[config.mk]
export PLATFORM = sky130hd
export DESIGN_NAME = msort_ctrl
export DESIGN_NICKNAME = d
export VERILOG_FILES = /design/src/hw/rtl/merge_sorter_top_defines.svh /design/src/hw/rtl/msort_pkg.sv /design/src/hw/rtl/msort_ctrl.sv
export SDC_FILE = /design/constraint.sdc
export NUM_CORES = 1
export LEC_CHECK = 0
export ABC_AREA = 1
export BUFFER_PORTS_ARGS = -buffer_cell sky130_fd_sc_hd__buf_2
export CORE_AREA = 2 2 39 41
export CTS_CLUSTER_SIZE = 30
export DETAILED_ROUTE_END_ITERATION = 10
export DIE_AREA = 0 0 41 43
export SETUP_SLACK_MARGIN = 0.2
export SYNTH_ARGS = -nofsm -noshare
export SYNTH_HDL_FRONTEND = slang
export SYNTH_SLANG_ARGS = --single-unit
[constraint.sdc]
create_clock -name clock -period 1.7 [get_ports clock]
set_input_delay 0.17 -clock clock [delete_from_list [all_inputs] [get_ports clock]]
set_output_delay 0.17 -clock clock [all_outputs]
set_load 0.01 [all_outputs]
[src/hw/rtl/merge_sorter_top_defines.svh]
// ----------------------------------------------------------------------------
// Merge sorter assertion macros
// Shared concurrent assertion forms for the merge sorter RTL.
// ----------------------------------------------------------------------------
`ifndef MERGE_SORTER_TOP_DEFINES_SVH
`define MERGE_SORTER_TOP_DEFINES_SVH

// condition holds on every clock edge outside reset
`define MS_ASSERT_ALWAYS(lbl, clk, rst, cond) \
   lbl: assert property (@(posedge clk) disable iff (rst) (cond)) \
      else $error("merge sorter: invariant violated");

// consequent holds in the same cycle as the antecedent
`define MS_ASSERT_SAME(lbl, clk, rst, ante, cons) \
   lbl: assert property (@(posedge clk) disable iff (rst) (ante) |-> (cons)) \
      else $error("merge sorter: same-cycle check failed");

// consequent holds in the cycle after the antecedent
`define MS_ASSERT_NEXT(lbl, clk, rst, ante, cons) \
   lbl: assert property (@(posedge clk) disable iff (rst) (ante) |=> (cons)) \
      else $error("merge sorter: next-cycle check failed");

`endif

[src/hw/rtl/msort_pkg.sv]
// ----------------------------------------------------------------------------
// Merge sorter package
// Defaults and the command/status bundles between controller and datapath.
// ----------------------------------------------------------------------------
`timescale 1ns / 1ps

package msort_pkg;

   localparam int MAX_ITEMS_DEF = 64;
   localparam int DATA_W        = 32;

   // controller to datapath
   typedef struct packed {
      logic load;        // store one input value
      logic run_setup;   // open the next run pair of the pass
      logic merge_wr;    // write one merged element
      logic emit_init;   // rewind for emission
      logic emit_wr;     // present one sorted element
   } ms_cmd_type;

   // datapath to controller
   typedef struct packed {
      logic sort_done;   // run width covers the whole set
      logic at_end;      // current element is the last of the set
      logic run_end;     // current element is the last of the run pair
   } ms_sts_type;

endpackage

[src/hw/rtl/msort_ctrl.sv]
// ----------------------------------------------------------------------------
// Merge sorter controller
// Sequences loading, the bottom-up merge passes and the emission of results.
// ----------------------------------------------------------------------------
`timescale 1ns / 1ps

module msort_ctrl import msort_pkg::*; (
   input  logic       clock,
   input  logic       reset,
   input  logic       start,
   input  logic       req_is_last,
   input  ms_sts_type sts,
   output logic       busy,
   output ms_cmd_type cmd
);

   localparam logic [2:0] ST_IDLE       = 3'd0;
   localparam logic [2:0] ST_SORT_CHECK = 3'd1;
   localparam logic [2:0] ST_RUN_SETUP  = 3'd2;
   localparam logic [2:0] ST_MERGE_RD   = 3'd3;
   localparam logic [2:0] ST_MERGE_WR   = 3'd4;
   localparam logic [2:0] ST_EMIT_RD    = 3'd5;
   localparam logic [2:0] ST_EMIT_WR    = 3'd6;

   logic [2:0] state_ff;
   logic [2:0] state_in;

   assign busy = (state_ff != ST_IDLE);

   always_comb begin
      state_in = state_ff;
      cmd      = '0;
      unique case (state_ff)
         ST_IDLE: begin
            cmd.load = start;
            if (start && req_is_last) begin
               state_in = ST_SORT_CHECK;
            end
         end
         ST_SORT_CHECK: begin
            if (sts.sort_done) begin
               cmd.emit_init = 1'b1;
               state_in      = ST_EMIT_RD;
            end else begin
               state_in = ST_RUN_SETUP;
            end
         end
         ST_RUN_SETUP: begin
            cmd.run_setup = 1'b1;
            state_in      = ST_MERGE_RD;
         end
         ST_MERGE_RD: begin
            state_in = ST_MERGE_WR;
         end
         ST_MERGE_WR: begin
            cmd.merge_wr = 1'b1;
            if (sts.at_end) begin
               state_in = ST_SORT_CHECK;
            end else if (sts.run_end) begin
               state_in = ST_RUN_SETUP;
            end else begin
               state_in = ST_MERGE_RD;
            end
         end
         ST_EMIT_RD: begin
            state_in = ST_EMIT_WR;
         end
         ST_EMIT_WR: begin
            cmd.emit_wr = 1'b1;
            state_in    = sts.at_end ? ST_IDLE : ST_EMIT_RD;
         end
         default: begin
            state_in = ST_IDLE;
         end
      endcase
   end

   always_ff @(posedge clock) begin
      if (reset) begin
         state_ff <= ST_IDLE;
      end else begin
         state_ff <= state_in;
      end
   end

endmodule

==> run metrics <==
status complete, no violations; first-pass GRT wire length 1170 um; final hold vios 0; Vias 323; dpl cells 75; register area share after synthesis 0.217; #FFs+latches synth 3; Avg Inst Size Synth 5.64 um2; row count 14; CP max stage cell dfxtp_1; # nets final 71; Seq pwr share 0.296; Max-cap violations 0; top cells by area, synth dfxtp_1, inv_1, nand2_1; Mapped Cells 49; CP peak stage delay 0.34 ns; Post-Syn Area 277 um2; Post-Route Utilization 0.264; Root Buffer clkbuf_4; Pre-antenna DRT Iters 5; Sw Pwr 137 uW; Initial Util 0.200; Final GP Congestion 0.837; largest fanout on the critical path 5; Routed WL 618 um; CP endpoint kind output pin; Die Area 1760 um2; cell family with most CP delay flip-flops; diode count 0; initial antenna violation count 0; relative slew slack 0.759; Ports 13; FMAX 747 MHz; Min-Delay Path Class in2reg; worst path required time 1.53 ns; WHS 0.112 ns; Largest register FFs 3; Slew @ Worst Pin 0.361 ns; Post-DRT Antenna Nets 0; Lkg Pwr 0.251 nW; min Tclk post-route 1.34 ns; total grt overflow 0; Reg with most FFs state_ff; Vias/cell 4.09; Comb pwr share 0.355; Slew Limit Fails 0; clock skew 0.000846 ns; Sink Count 3; CTS tree built; CP startpoint kind flop; H-tree level count 1; cts bufs inserted 3; CTS clock-pin slew for the worst setup and hold paths 0.04 ns; Sw Ratio 0.382; # DRC 0; Finished Layout Cells 79; Hold Buf Count CTS 0; Setup TNS Final 0 ns; post-synth top area share 0.217; DR WL/cell 7.82 um; endpoints failing setup 0; Skew-Pair Late Insertion Delay 0.23 ns; dpl hpwl 473 um; Clk pwr share 0.350; Die X 41 um; Ys Warns 0; Vert. Die Dim 43 um; ys flop type dfxtp_1; Port Buf Inserts 12; Largest regs state_ff: 3 flops; WS Path Type reg2out; Synth Net Count 56; area grow syn2layout 32.1%; worst-path cell chain inv_2, nand2_1, nor2_1, inv_1, nor2_2, buf_2; Cell Pwr Density 981 nW/um2; Worst Path Buf+Inv 3; share of layout cells above drive strength 1 0.333; Synth area leader dfxtp_1; Post-CTS Resized 0; crit share post-route 0.788; Longest Clk Path Bufs 2; total core area 1380 um2; pin count of the biggest net entering global routing 10; setup bufs post-CTS 0; ys async rst share 0; gr usage total 0.104; RSZ-0062 raised after global routing false; vias in the first global route 286; distinct cell type count after synthesis 15; Pint 221 uW; WP data arrival 1.17 ns; number of flops mapped to enable cells by yosys 0; Max rail drop VDD 0.247 mV; Iter 0 DRT Violations 6; Post-synth top cells inv_1, nand2_1, nand3_1
-- stage by stage --
step	setup WS [ns]	area (um2)	power, mW
2_1_floorplan	0.669	277	0.202
3_3_place_gp	0.557	338	0.232
3_5_place_dp	0.540	338	0.234
4_1_cts	0.281	364	0.366
5_1_grt	0.204	365	0.408
6_report	0.361	365	0.358
-- area by class of cell --
class                           count  area (um2)
Sequential cell                     3        61.3
Clock buffer                        4        26.3
Timing Repair Buffer               12        60.1
Multi-Input combinational cell     31         144
Tap cell                           16        20.0
Fill cell                         162        1020
Inverter                           13        53.8
-- routing by layer --
layer	global-route usage	routed length, um	share of wire	up-vias
met5	0	0	0	-
met4	0.0600	0	0	0
met3	0.0785	31	0.050	0
met2	0.131	285	0.46	11
met1	0.121	301	0.49	138
li1	-	-	-	174
-- worst paths after layout --
check / start / cells after the start / slack, ns / end
worst min register to register: state_ff[0]$_SDFFE_PP0P_ / 4 / 0.66 / state_ff[2]$_SDFFE_PP0P_
worst max-delay path: state_ff[0]$_SDFFE_PP0P_ / 6 / 0.36 / cmd[4]
worst max register to register: state_ff[1]$_SDFFE_PP0P_ / 5 / 0.63 / state_ff[0]$_SDFFE_PP0P_
worst min-delay path: reset / 2 / 0.11 / state_ff[2]$_SDFFE_PP0P_
-- cells in the final DEF, fill, tap and decap left out, types with 2 or more instances in the layout --
cell      synthesis  layout
buf_2             0      12
inv_1            11      11
nand2_1          11      11
nand3_1           7       7
nor2_1            6       6
clkbuf_4          0       3
nor2_2            2       2
dfxtp_1           3       2
-- cells by family after synthesis --
group,synth area share
and+or+nand+nor,0.484
buffers and inverters,0.262
AOI/OAI and AO/OA,0.0362
DFF,0.217
-- power groups by stage --
stage / Combinational, mW / Sequential, mW / Clock [mW]
global placement: 0.127 / 0.105 / 0
CTS: 0.129 / 0.105 / 0.132
global route: 0.151 / 0.109 / 0.147
detailed placement: 0.128 / 0.107 / 0
floorplan: 0.112 / 0.0897 / 0
finish: 0.127 / 0.106 / 0.125
No activity file was read; power rests on OpenSTA's default activity.
